**src/wavhp_pkg.sv**
```systemverilog
// Types and constants shared by the WAV header parser modules.
package wavhp_pkg;

  localparam int unsigned WORD_W = 32;

  // Result status codes
  localparam logic [2:0] ST_OK         = 3'd0;
  localparam logic [2:0] ST_BAD_RIFF   = 3'd1;
  localparam logic [2:0] ST_BAD_WAVE   = 3'd2;
  localparam logic [2:0] ST_NOT_PCM    = 3'd3;
  localparam logic [2:0] ST_UNSUPPORT  = 3'd4;
  localparam logic [2:0] ST_SHORT_FMT  = 3'd5;
  localparam logic [2:0] ST_NO_FMT     = 3'd6;
  localparam logic [2:0] ST_NO_DATA    = 3'd7;

  // Configuration register indexes
  localparam logic [1:0] REG_RATE_LOW  = 2'd0;
  localparam logic [1:0] REG_RATE_MID  = 2'd1;
  localparam logic [1:0] REG_RATE_HIGH = 2'd2;

  localparam logic [31:0] RATE_LOW_RST  = 32'd11025;
  localparam logic [31:0] RATE_MID_RST  = 32'd22050;
  localparam logic [31:0] RATE_HIGH_RST = 32'd44100;

  // Chunk tags as gathered little-endian
  localparam logic [31:0] TAG_RIFF = 32'h4646_4952;
  localparam logic [31:0] TAG_WAVE = 32'h4556_4157;
  localparam logic [31:0] TAG_FMT  = 32'h2074_6D66;
  localparam logic [31:0] TAG_DATA = 32'h6174_6164;

  localparam logic [15:0] PCM_FORMAT = 16'd1;

  typedef struct packed {
    logic [31:0] low;
    logic [31:0] mid;
    logic [31:0] high;
  } wavhp_rates_t;

  // Header result, without the block count
  typedef struct packed {
    logic [2:0]  status;
    logic [1:0]  channel_count;
    logic [31:0] sample_rate;
    logic [5:0]  sample_bits;
    logic [31:0] bytes_per_second;
    logic [15:0] block_bytes;
    logic [31:0] data_length;
    logic [31:0] data_start;
  } wavhp_hdr_t;

  // Request to the divider
  typedef struct packed {
    logic        start;
    logic [31:0] num;
    logic [15:0] den;
  } wavhp_div_req_t;

endpackage

```
**src/wavhp_divider.sv**
```systemverilog
// Restoring divider, one quotient bit per clock.
module wavhp_divider (
  input  logic                       clk,
  input  logic                       rst_n,
  input  wavhp_pkg::wavhp_div_req_t  req,
  output logic                       busy,
  output logic                       done,
  output logic [31:0]                quotient
);

  localparam int unsigned STEP_W = $clog2(wavhp_pkg::WORD_W);
  localparam logic [STEP_W-1:0] LAST_STEP = STEP_W'(wavhp_pkg::WORD_W - 1);

  logic [31:0]       rem_r, rem_nxt;
  logic [31:0]       num_r, num_nxt;
  logic [31:0]       quo_r, quo_nxt;
  logic [15:0]       den_r, den_nxt;
  logic [STEP_W-1:0] step_r, step_nxt;
  logic              busy_r, busy_nxt;
  logic              done_r, done_nxt;

  logic [32:0] trial;
  logic [32:0] diff;
  logic        fits;

  // Shift in the next dividend bit and try a subtract
  assign trial = {rem_r, num_r[31]};
  assign diff  = trial - {17'd0, den_r};
  assign fits  = trial >= {17'd0, den_r};

  always_comb begin
    rem_nxt  = rem_r;
    num_nxt  = num_r;
    quo_nxt  = quo_r;
    den_nxt  = den_r;
    step_nxt = step_r;
    busy_nxt = busy_r;
    done_nxt = 1'b0;
    if (req.start) begin
      rem_nxt  = '0;
      num_nxt  = req.num;
      quo_nxt  = '0;
      den_nxt  = req.den;
      step_nxt = '0;
      busy_nxt = 1'b1;
    end else if (busy_r) begin
      rem_nxt  = fits ? diff[31:0] : trial[31:0];
      num_nxt  = {num_r[30:0], 1'b0};
      quo_nxt  = {quo_r[30:0], fits};
      step_nxt = step_r + STEP_W'(1);
      if (step_r == LAST_STEP) begin
        busy_nxt = 1'b0;
        done_nxt = 1'b1;
      end
    end
  end

  always_ff @(posedge clk) begin
    rem_r  <= rem_nxt;
    num_r  <= num_nxt;
    quo_r  <= quo_nxt;
    den_r  <= den_nxt;
    step_r <= step_nxt;
    if (!rst_n) begin
      busy_r <= 1'b0;
      done_r <= 1'b0;
    end else begin
      busy_r <= busy_nxt;
      done_r <= done_nxt;
    end
  end

  assign busy     = busy_r;
  assign done     = done_r;
  // Align of zero gives a zero count
  assign quotient = (den_r == 16'd0) ? 32'd0 : quo_r;

endmodule

```
**src/wavhp_parser.sv**
```systemverilog
// Byte-wise RIFF/WAVE chunk walker: tags, sizes, fmt fields and skipping.
module wavhp_parser (
  input  logic                      clk,
  input  logic                      rst_n,
  input  logic                      take,
  input  logic [7:0]                file_byte,
  input  logic                      first_of_file,
  input  logic                      last_of_file,
  input  wavhp_pkg::wavhp_rates_t   rates,
  output logic                      emit,
  output wavhp_pkg::wavhp_hdr_t     hdr,
  output wavhp_pkg::wavhp_div_req_t div_req
);

  // Parse phases
  localparam logic [3:0] PH_IDLE         = 4'd0;
  localparam logic [3:0] PH_RIFF_TAG     = 4'd1;
  localparam logic [3:0] PH_RIFF_SIZE    = 4'd2;
  localparam logic [3:0] PH_WAVE_TAG     = 4'd3;
  localparam logic [3:0] PH_CHUNK_ID     = 4'd4;
  localparam logic [3:0] PH_CHUNK_SIZE   = 4'd5;
  localparam logic [3:0] PH_FMT_FORMAT   = 4'd6;
  localparam logic [3:0] PH_FMT_CHANNELS = 4'd7;
  localparam logic [3:0] PH_FMT_RATE     = 4'd8;
  localparam logic [3:0] PH_FMT_BYTERATE = 4'd9;
  localparam logic [3:0] PH_FMT_ALIGN    = 4'd10;
  localparam logic [3:0] PH_FMT_BITS     = 4'd11;
  localparam logic [3:0] PH_SKIP         = 4'd12;
  localparam logic [3:0] PH_PAD          = 4'd13;
  localparam logic [3:0] PH_DONE         = 4'd14;

  logic [3:0]  phase_r, phase_nxt;
  logic [1:0]  cnt_r, cnt_nxt;
  logic [31:0] pos_r, pos_nxt;
  logic [31:0] tag_r, tag_nxt;
  logic [31:0] size_r, size_nxt;
  logic [31:0] skip_r, skip_nxt;
  logic        fmt_seen_r, fmt_seen_nxt;
  logic [15:0] chans_r, chans_nxt;
  logic [31:0] rate_r, rate_nxt;
  logic [31:0] brate_r, brate_nxt;
  logic [15:0] align_r, align_nxt;
  logic [15:0] bits_r, bits_nxt;

  logic        active;
  logic [3:0]  phase_cur;
  logic [1:0]  cnt_cur;
  logic        end4, end2;
  logic [31:0] sh32_tag, sh32_size, sh32_rate, sh32_brate;
  logic [15:0] sh16_chans, sh16_align, sh16_bits;
  logic [31:0] skip_dec, fmt_rest;
  logic        ch_ok, bits_ok, rate_ok;
  logic        err;
  logic        ok;
  logic [2:0]  status;

  // Little-endian gathering: each byte enters at the top and moves down
  assign sh32_tag   = {file_byte, tag_r[31:8]};
  assign sh32_size  = {file_byte, size_r[31:8]};
  assign sh32_rate  = {file_byte, rate_r[31:8]};
  assign sh32_brate = {file_byte, brate_r[31:8]};
  assign sh16_chans = {file_byte, chans_r[15:8]};
  assign sh16_align = {file_byte, align_r[15:8]};
  assign sh16_bits  = {file_byte, bits_r[15:8]};
  assign skip_dec   = skip_r - 32'd1;
  assign fmt_rest   = size_r - 32'd16;

  assign phase_cur = first_of_file ? PH_RIFF_TAG : phase_r;
  assign cnt_cur   = first_of_file ? 2'd0 : cnt_r;
  assign end4      = cnt_cur == 2'd3;
  assign end2      = cnt_cur == 2'd1;

  assign ch_ok   = (chans_r == 16'd1) || (chans_r == 16'd2);
  assign bits_ok = (sh16_bits == 16'd8) || (sh16_bits == 16'd16) || (sh16_bits == 16'd32);
  assign rate_ok = (rate_r == rates.low) || (rate_r == rates.mid) || (rate_r == rates.high);

  always_comb begin
    phase_nxt    = phase_r;
    cnt_nxt      = cnt_r;
    pos_nxt      = pos_r;
    tag_nxt      = tag_r;
    size_nxt     = size_r;
    skip_nxt     = skip_r;
    fmt_seen_nxt = fmt_seen_r;
    chans_nxt    = chans_r;
    rate_nxt     = rate_r;
    brate_nxt    = brate_r;
    align_nxt    = align_r;
    bits_nxt     = bits_r;
    active       = 1'b0;
    err          = 1'b0;
    ok           = 1'b0;
    status       = wavhp_pkg::ST_OK;

    // Restart or advance the byte position
    if (take) begin
      if (first_of_file) begin
        active       = 1'b1;
        pos_nxt      = '0;
        cnt_nxt      = '0;
        fmt_seen_nxt = 1'b0;
      end else if (phase_r != PH_IDLE && phase_r < PH_DONE) begin
        active  = 1'b1;
        pos_nxt = pos_r + 32'd1;
      end
    end

    if (active) begin
      phase_nxt = phase_cur;
      cnt_nxt   = cnt_cur + 2'd1;
      unique case (phase_cur)
        PH_RIFF_TAG: begin
          tag_nxt = sh32_tag;
          if (end4) begin
            cnt_nxt = '0;
            if (sh32_tag != wavhp_pkg::TAG_RIFF) begin
              err    = 1'b1;
              status = wavhp_pkg::ST_BAD_RIFF;
            end else begin
              phase_nxt = PH_RIFF_SIZE;
            end
          end
        end
        PH_RIFF_SIZE: begin
          size_nxt = sh32_size;
          if (end4) begin
            cnt_nxt   = '0;
            phase_nxt = PH_WAVE_TAG;
          end
        end
        PH_WAVE_TAG: begin
          tag_nxt = sh32_tag;
          if (end4) begin
            cnt_nxt = '0;
            if (sh32_tag != wavhp_pkg::TAG_WAVE) begin
              err    = 1'b1;
              status = wavhp_pkg::ST_BAD_WAVE;
            end else begin
              phase_nxt = PH_CHUNK_ID;
            end
          end
        end
        PH_CHUNK_ID: begin
          tag_nxt = sh32_tag;
          if (end4) begin
            cnt_nxt   = '0;
            phase_nxt = PH_CHUNK_SIZE;
          end
        end
        PH_CHUNK_SIZE: begin
          size_nxt = sh32_size;
          if (end4) begin
            cnt_nxt  = '0;
            skip_nxt = sh32_size;
            priority if (tag_r == wavhp_pkg::TAG_FMT && !fmt_seen_r) begin
              phase_nxt = PH_FMT_FORMAT;
            end else if (tag_r == wavhp_pkg::TAG_DATA && fmt_seen_r) begin
              ok = 1'b1;
            end else if (sh32_size == 32'd0) begin
              phase_nxt = PH_CHUNK_ID;
            end else begin
              phase_nxt = PH_SKIP;
            end
          end
        end
        PH_FMT_FORMAT: begin
          bits_nxt = sh16_bits;
          if (end2) begin
            cnt_nxt = '0;
            if (sh16_bits != wavhp_pkg::PCM_FORMAT) begin
              err    = 1'b1;
              status = wavhp_pkg::ST_NOT_PCM;
            end else begin
              phase_nxt = PH_FMT_CHANNELS;
            end
          end
        end
        PH_FMT_CHANNELS: begin
          chans_nxt = sh16_chans;
          if (end2) begin
            cnt_nxt   = '0;
            phase_nxt = PH_FMT_RATE;
          end
        end
        PH_FMT_RATE: begin
          rate_nxt = sh32_rate;
          if (end4) begin
            cnt_nxt   = '0;
            phase_nxt = PH_FMT_BYTERATE;
          end
        end
        PH_FMT_BYTERATE: begin
          brate_nxt = sh32_brate;
          if (end4) begin
            cnt_nxt   = '0;
            phase_nxt = PH_FMT_ALIGN;
          end
        end
        PH_FMT_ALIGN: begin
          align_nxt = sh16_align;
          if (end2) begin
            cnt_nxt   = '0;
            phase_nxt = PH_FMT_BITS;
          end
        end
        PH_FMT_BITS: begin
          bits_nxt = sh16_bits;
          if (end2) begin
            cnt_nxt  = '0;
            skip_nxt = fmt_rest;
            // Unsupported fields win over a short chunk
            priority if (!ch_ok || !bits_ok || !rate_ok) begin
              err    = 1'b1;
              status = wavhp_pkg::ST_UNSUPPORT;
            end else if (size_r < 32'd16) begin
              err    = 1'b1;
              status = wavhp_pkg::ST_SHORT_FMT;
            end else begin
              fmt_seen_nxt = 1'b1;
              if (fmt_rest != 32'd0) begin
                phase_nxt = PH_SKIP;
              end else begin
                phase_nxt = size_r[0] ? PH_PAD : PH_CHUNK_ID;
              end
            end
          end
        end
        PH_SKIP: begin
          cnt_nxt  = cnt_r;
          skip_nxt = skip_dec;
          if (skip_dec == 32'd0) begin
            phase_nxt = size_r[0] ? PH_PAD : PH_CHUNK_ID;
          end
        end
        PH_PAD: begin
          cnt_nxt   = cnt_r;
          phase_nxt = PH_CHUNK_ID;
        end
        default: begin
          cnt_nxt = cnt_r;
        end
      endcase

      // Early end: status by where the parse stands
      if (!err && !ok && last_of_file) begin
        err = 1'b1;
        priority if (phase_nxt == PH_RIFF_TAG) begin
          status = wavhp_pkg::ST_BAD_RIFF;
        end else if (phase_nxt == PH_RIFF_SIZE || phase_nxt == PH_WAVE_TAG) begin
          status = wavhp_pkg::ST_BAD_WAVE;
        end else if (phase_nxt >= PH_FMT_FORMAT && phase_nxt <= PH_FMT_BITS) begin
          status = wavhp_pkg::ST_SHORT_FMT;
        end else begin
          status = fmt_seen_nxt ? wavhp_pkg::ST_NO_DATA : wavhp_pkg::ST_NO_FMT;
        end
      end

      if (err || ok) begin
        phase_nxt = PH_DONE;
      end
    end
  end

  always_ff @(posedge clk) begin
    tag_r   <= tag_nxt;
    size_r  <= size_nxt;
    skip_r  <= skip_nxt;
    chans_r <= chans_nxt;
    rate_r  <= rate_nxt;
    brate_r <= brate_nxt;
    align_r <= align_nxt;
    bits_r  <= bits_nxt;
    if (!rst_n) begin
      phase_r    <= PH_IDLE;
      cnt_r      <= '0;
      pos_r      <= '0;
      fmt_seen_r <= 1'b0;
    end else begin
      phase_r    <= phase_nxt;
      cnt_r      <= cnt_nxt;
      pos_r      <= pos_nxt;
      fmt_seen_r <= fmt_seen_nxt;
    end
  end

  // Result fields; all zero beside the status on an error
  always_comb begin
    hdr        = '0;
    hdr.status = status;
    if (ok) begin
      hdr.channel_count    = chans_r[1:0];
      hdr.sample_rate      = rate_r;
      hdr.sample_bits      = bits_r[5:0];
      hdr.bytes_per_second = brate_r;
      hdr.block_bytes      = align_r;
      hdr.data_length      = sh32_size;
      hdr.data_start       = pos_nxt + 32'd1;
    end
  end

  assign emit          = err || ok;
  assign div_req.start = ok;
  assign div_req.num   = sh32_size;
  assign div_req.den   = align_r;

endmodule

```
**src/wav_header_parser.sv**
```systemverilog
// Top level of the RIFF/WAVE header parser: registers, parser, divider, result.
//
//  channel | direction | handshake         | carries
//  in_     | in        | in_valid/in_stall | file_byte, first_of_file, last_of_file
//  out_    | out       | out_valid/out_stall | status and header fields, block_total
//  cfg_    | in        | cfg_valid/cfg_ready | cfg_index, cfg_data (allowed rates)
//
// One file byte is taken per cycle while the header is walked and in_stall is low.
// A data chunk starts the divider, with in_stall high from the last size byte
// until the result.
// in_stall stays high while a result waits on out_stall; error results come
// in the cycle after the byte that causes them.
// Synchronous reset sets the rate registers to 11025, 22050 and 44100 Hz.
module wav_header_parser (
  input  logic        clk,
  input  logic        rst_n,
  input  logic        in_valid,
  output logic        in_stall,
  input  logic [7:0]  in_file_byte,
  input  logic        in_first_of_file,
  input  logic        in_last_of_file,
  output logic        out_valid,
  input  logic        out_stall,
  output logic [2:0]  out_status,
  output logic [1:0]  out_channel_count,
  output logic [31:0] out_sample_rate,
  output logic [5:0]  out_sample_bits,
  output logic [31:0] out_bytes_per_second,
  output logic [15:0] out_block_bytes,
  output logic [31:0] out_data_length,
  output logic [31:0] out_data_start,
  output logic [31:0] out_block_total,
  input  logic        cfg_valid,
  output logic        cfg_ready,
  input  logic [1:0]  cfg_index,
  input  logic [31:0] cfg_data
);

  wavhp_pkg::wavhp_rates_t   rates_r, rates_nxt;
  wavhp_pkg::wavhp_hdr_t     hdr;
  wavhp_pkg::wavhp_hdr_t     hdr_r, hdr_nxt;
  wavhp_pkg::wavhp_div_req_t div_req;
  logic [31:0] total_r, total_nxt;
  logic        out_valid_r, out_valid_nxt;
  logic        wait_div_r, wait_div_nxt;
  logic        take;
  logic        emit;
  logic        div_busy;
  logic        div_done;
  logic [31:0] div_quo;

  assign cfg_ready = 1'b1;
  assign in_stall  = wait_div_r || out_valid_r;
  assign take      = in_valid && !in_stall;

  // Rate registers
  always_comb begin
    rates_nxt = rates_r;
    if (cfg_valid) begin
      unique case (cfg_index)
        wavhp_pkg::REG_RATE_LOW:  rates_nxt.low  = cfg_data;
        wavhp_pkg::REG_RATE_MID:  rates_nxt.mid  = cfg_data;
        wavhp_pkg::REG_RATE_HIGH: rates_nxt.high = cfg_data;
        default: rates_nxt = rates_r;
      endcase
    end
  end

  wavhp_parser u_parser (
    .clk           (clk),
    .rst_n         (rst_n),
    .take          (take),
    .file_byte     (in_file_byte),
    .first_of_file (in_first_of_file),
    .last_of_file  (in_last_of_file),
    .rates         (rates_r),
    .emit          (emit),
    .hdr           (hdr),
    .div_req       (div_req)
  );

  wavhp_divider u_divider (
    .clk      (clk),
    .rst_n    (rst_n),
    .req      (div_req),
    .busy     (div_busy),
    .done     (div_done),
    .quotient (div_quo)
  );

  // Result register: errors go out at once, a good header after the divide
  always_comb begin
    hdr_nxt       = hdr_r;
    total_nxt     = total_r;
    out_valid_nxt = out_valid_r;
    wait_div_nxt  = wait_div_r;
    if (out_valid_r && !out_stall) begin
      out_valid_nxt = 1'b0;
    end
    if (emit) begin
      hdr_nxt   = hdr;
      total_nxt = '0;
      if (div_req.start) begin
        wait_div_nxt = 1'b1;
      end else begin
        out_valid_nxt = 1'b1;
      end
    end
    if (wait_div_r && div_done && !div_busy) begin
      total_nxt     = div_quo;
      wait_div_nxt  = 1'b0;
      out_valid_nxt = 1'b1;
    end
  end

  always_ff @(posedge clk) begin
    hdr_r   <= hdr_nxt;
    total_r <= total_nxt;
    if (!rst_n) begin
      rates_r.low  <= wavhp_pkg::RATE_LOW_RST;
      rates_r.mid  <= wavhp_pkg::RATE_MID_RST;
      rates_r.high <= wavhp_pkg::RATE_HIGH_RST;
      out_valid_r  <= 1'b0;
      wait_div_r   <= 1'b0;
    end else begin
      rates_r     <= rates_nxt;
      out_valid_r <= out_valid_nxt;
      wait_div_r  <= wait_div_nxt;
    end
  end

  assign out_valid            = out_valid_r;
  assign out_status           = hdr_r.status;
  assign out_channel_count    = hdr_r.channel_count;
  assign out_sample_rate      = hdr_r.sample_rate;
  assign out_sample_bits      = hdr_r.sample_bits;
  assign out_bytes_per_second = hdr_r.bytes_per_second;
  assign out_block_bytes      = hdr_r.block_bytes;
  assign out_data_length      = hdr_r.data_length;
  assign out_data_start       = hdr_r.data_start;
  assign out_block_total      = total_r;

endmodule

```
**config.mk**
```make
export PLATFORM = sky130hd
export DESIGN_NAME = wav_header_parser
export DESIGN_NICKNAME = d
export VERILOG_FILES = /design/src/wavhp_pkg.sv /design/src/wavhp_divider.sv /design/src/wavhp_parser.sv /design/src/wav_header_parser.sv
export SDC_FILE = /design/constraint.sdc
export NUM_CORES = 1
export LEC_CHECK = 0
export BUFFER_PORTS_ARGS = -buffer_cell sky130_fd_sc_hd__buf_2
export CELL_PAD_IN_SITES_DETAIL_PLACEMENT = 0
export CELL_PAD_IN_SITES_GLOBAL_PLACEMENT = 1
export CORE_MARGIN = 5
export CORE_UTILIZATION = 43
export DETAILED_ROUTE_END_ITERATION = 6
export PLACE_DENSITY_LB_ADDON = 0.1
export SYNTH_ARGS = -nofsm -noshare
export SYNTH_HDL_FRONTEND = slang
export SYNTH_SLANG_ARGS = --single-unit
export TNS_END_PERCENT = 5
```
**constraint.sdc**
```tcl
create_clock -name clk -period 9.9 [get_ports clk]
set_input_delay 0.99 -clock clk [delete_from_list [all_inputs] [get_ports clk]]
set_output_delay 0.99 -clock clk [all_outputs]
set_load 0.1 [all_outputs]
```
==> metrics.yaml <==
setup_path:
  required_ns: 10.37
  critPathTopFamily: "buffers and inverters"
  worstReg2RegStart: "u_parser.phase_r[2]$_SDFFE_PN0P_"
  endpoint_kind: "register"
  crit_path_max_incr_delay_ns: 0.90
  startpoint_type: "primary input"
  path_cells: "buf_2 > inv_1 > nand2_1 > inv_1 > ha_1 > inv_1 > nor4_1 > nand3_1 > or2_2 > buf_4 > inv_4 > buf_4 > and2_1"
  critPathBufInv: 7
  crit_top_cell: "inv_1"
  cp.arrival_ns: 5.79
  path_class: "primary input to register"
  cp_max_fo: 116
  cpMaxStageDelayCell: "buf_4"
  timing.critical_path.from: "in_first_of_file"
cells_and_area:
  layout-drive-gt1-share_pct: 14.6
  stdcell_count: 3737
  fillers: 6077
  num_antenna_cells: 0
  nNetsFinal: 2884
  area_delta_synth_final_pct: 14.8
floorplanning:
  die_h_um: 270
  die_x_um: 270
  core-area_um2: 67200
  std_cell_rows: 95
  die_area_um2: 72900
  initial_utilization_pct: 43.3
  ioPinCount: 239
timing:
  fin_skew_ns: 0.0236
  fmax_mhz: 188
  finalHoldViolCount: 0
  layout_min_cycle_time_ns: 5.32
  slew_headroom_pct: 20.4
  setup_viol: 0
  final.setup.tns_ns: 0
  finalWorstSetupSlack_ns: 4.58
  period_share_pct: 53.7
  finalMaxSlewViolations: 0
  rsz0062_at_grt: "false"
  worst_pin_slew_ns: 1.19
worst_hold_path:
  hp-class: "register to register"
  min_from: "u_parser.brate_r[30]$_DFFE_PP_"
drt:
  drt-total-wl_mm: 79.4
  wl_per_cell_um: 21.2
  drt_first_pass_iters: 5
  drtIter0Drc: 2011
  via_per_inst: 5.56
  num_vias: 20778
  antenna_left: 0
  drc: 0
synthesis:
  synthAdderAreaFrac_pct: 1.23
  muxShareOfSynthArea_pct: 1.56
  ys_top_cells_by_area: "edfxtp_1 46%, dfxtp_1 14%, xnor2_1 5.1%, nand2_1 3.6%, and2_1 3.5%"
  synth.ff_latch_count: 649
  ys_warn_count: 0
  yosys.area_share.xor_xnor_pct: 6.54
  synth_top_cell_by_area: "edfxtp_1"
  synthTopCellsByCount: "441 x edfxtp_1, 282 x nand2_1, 208 x dfxtp_1"
  synth.distinct_cells: 87
  synthesis.area_um2: 29100
  post-synth-top-area-fraction_pct: 45.6
  synthFlopType: "edfxtp_1"
  async_flop_share_pct: 0
  ys_seq_area_share_pct: 59.9
  syn-num-nets: 2691
  synth_top_family_by_area: "simple AND/OR/NAND/NOR gates"
  synth-compound-area-share_pct: 9.15
  synth-simple-area-share_pct: 19.3
  post-synth-top-count-cell: "edfxtp_1"
  syn_area_per_cell_um2: 11.1
  synth_edf_count: 441
  synthesis.instances: 2614
placed_design:
  placed_cells: 3606
  gp_congestion: 0.892
  pre_cts_slack_ns: 3.99
  io_buffers: 237
  hpwlAfterDp_mm: 53.8
pwr:
  p_leak_uw: 0.0117
  p_sw_uw: 1660
  power_uw: 6270
  ir_drop_mv: 0.131
  power.density_nw_per_um2: 188
  intPower_uw: 4610
  clkPwrFrac_pct: 41.7
  netSwitchingFraction_pct: 26.5
  seqPwrFrac_pct: 48.4
  pwr-share-comb_pct: 9.9
clock_tree:
  worstSkewPairLatency_ns: 0.61
  cts_root_buffer: "clkbuf_16"
  cts_hold_repair.buffers: 0
  post_cts_resized: 0
  cts.sinks: 649
  cts_setup_buffers: 0
  h-tree-depth: 3
  tritoncts.num_buffers: 72
  cts_buffer_depth: 3
  path_clk_slew_ns: 0.06
  cts_tree: "done"
global_routing:
  gr-usage-all-layers_pct: 21.0
  grt_antenna_before_repair: 2
  grt_pass1_vias: 20012
  grt_max_degree: 117
  overflow: 0
  grt_pass1_wl_mm: 121
flow_run:
  maxCapViolCount: 0
status:
  status: "completed"
worst paths after layout:
kind	endpoint	slack, ns	depth (start not counted)
worst max-delay path	out_sample_rate[14]$_SDFFCE_PN0P_	4.58	13
worst min-delay path	u_parser.brate_r[22]$_DFFE_PP_	0.43	0
worst max register to register	out_sample_rate[12]$_SDFFCE_PN0P_	4.94	8
worst min register to register	u_parser.brate_r[22]$_DFFE_PP_	0.43	0
power groups by stage:
stage	combinational, µW	sequential (µW)	clock [µW]
finish	621	3040	2610
global route	652	3050	2800
CTS	624	3040	2680
detailed placement	622	3100	0
global placement	620	3100	0
floorplan	189	3380	0
cell usage in the layout, fill, tap and decap left out, drive strengths merged, types with 6 or more instances in the layout:
master	Yosys	layout
nor4	77	77
nor3b	12	12
a31oi	12	12
o21ai	99	99
and3	17	17
a21o	42	42
dfxtp	208	208
nand2	282	282
mux2i	42	42
nand4	54	54
nand3	66	66
clkbuf	133	95
a221o	7	7
and2	163	163
and4	6	6
nand2b	19	19
clkinv	0	28
nor2	194	194
a21oi	161	161
o31ai	9	9
ha	27	27
nand3b	10	10
buf	8	260
inv	36	39
a211oi	8	8
nor3	62	62
a22oi	24	24
or2	15	15
o221ai	6	6
o21a	9	9
or4	14	14
xnor2	169	169
xor2	48	48
edfxtp	441	441
nor4b	15	15
nor2b	16	16
o211ai	6	6
or3	24	24
stage by stage:
| stage | hold slack, ns | cell area, µm² | util, % |
|---|---|---|---|
| detailed placement | 0.424 | 31100 | 46.3 |
| floorplan | 0.417 | 29100 | - |
| global placement | 0.420 | 31100 | 46.3 |
| finish | 0.428 | 33400 | 49.7 |
| CTS | 0.422 | 33400 | 49.7 |
| global route | 0.445 | 33400 | 49.7 |
per-layer routing:
layer	wire, µm	vias to the layer above	GRT usage (%)
li1	-	9878	-
met1	36600	10210	30.5
met2	37100	588	33.5
met3	4400	102	3.36
met4	1250	0	4.50
met5	0	-	0
state kept, by name (all words and copies together), names as in the netlist, 32 cells and up:
register	flops
out_block_total	32
out_bytes_per_second	32
out_data_length	32
out_data_start	32
out_sample_rate	32
rates_r	96
u_divider.num_r	32
u_divider.quo_r	32
u_divider.rem_r	32
u_parser.brate_r	32
u_parser.pos_r	32
u_parser.rate_r	32
u_parser.size_r	32
u_parser.skip_r	32
u_parser.tag_r	32
layout make-up:
cell class / count / area [µm²] / share of cell area [%]
inverter: 36 / 138 / 0.412
clock buffer: 95 / 1940 / 5.81
multi-input combinational: 1788 / 11100 / 33.2
clock inverter: 36 / 364 / 1.09
timing repair buffer: 260 / 1360 / 4.07
tap: 873 / 1090 / 3.27
sequential: 649 / 17400 / 52.2
kinds of logic after synthesis:
kind of cell / Yosys count
DFF: 649
and+or+nand+nor: 1068
adders and majority gates: 28
muxes: 45
xor gates and xnor gates: 217
AOI/OAI and AO/OA: 429
other: 1
buffers and inverters: 177
(Power assumes the default switching activity.)
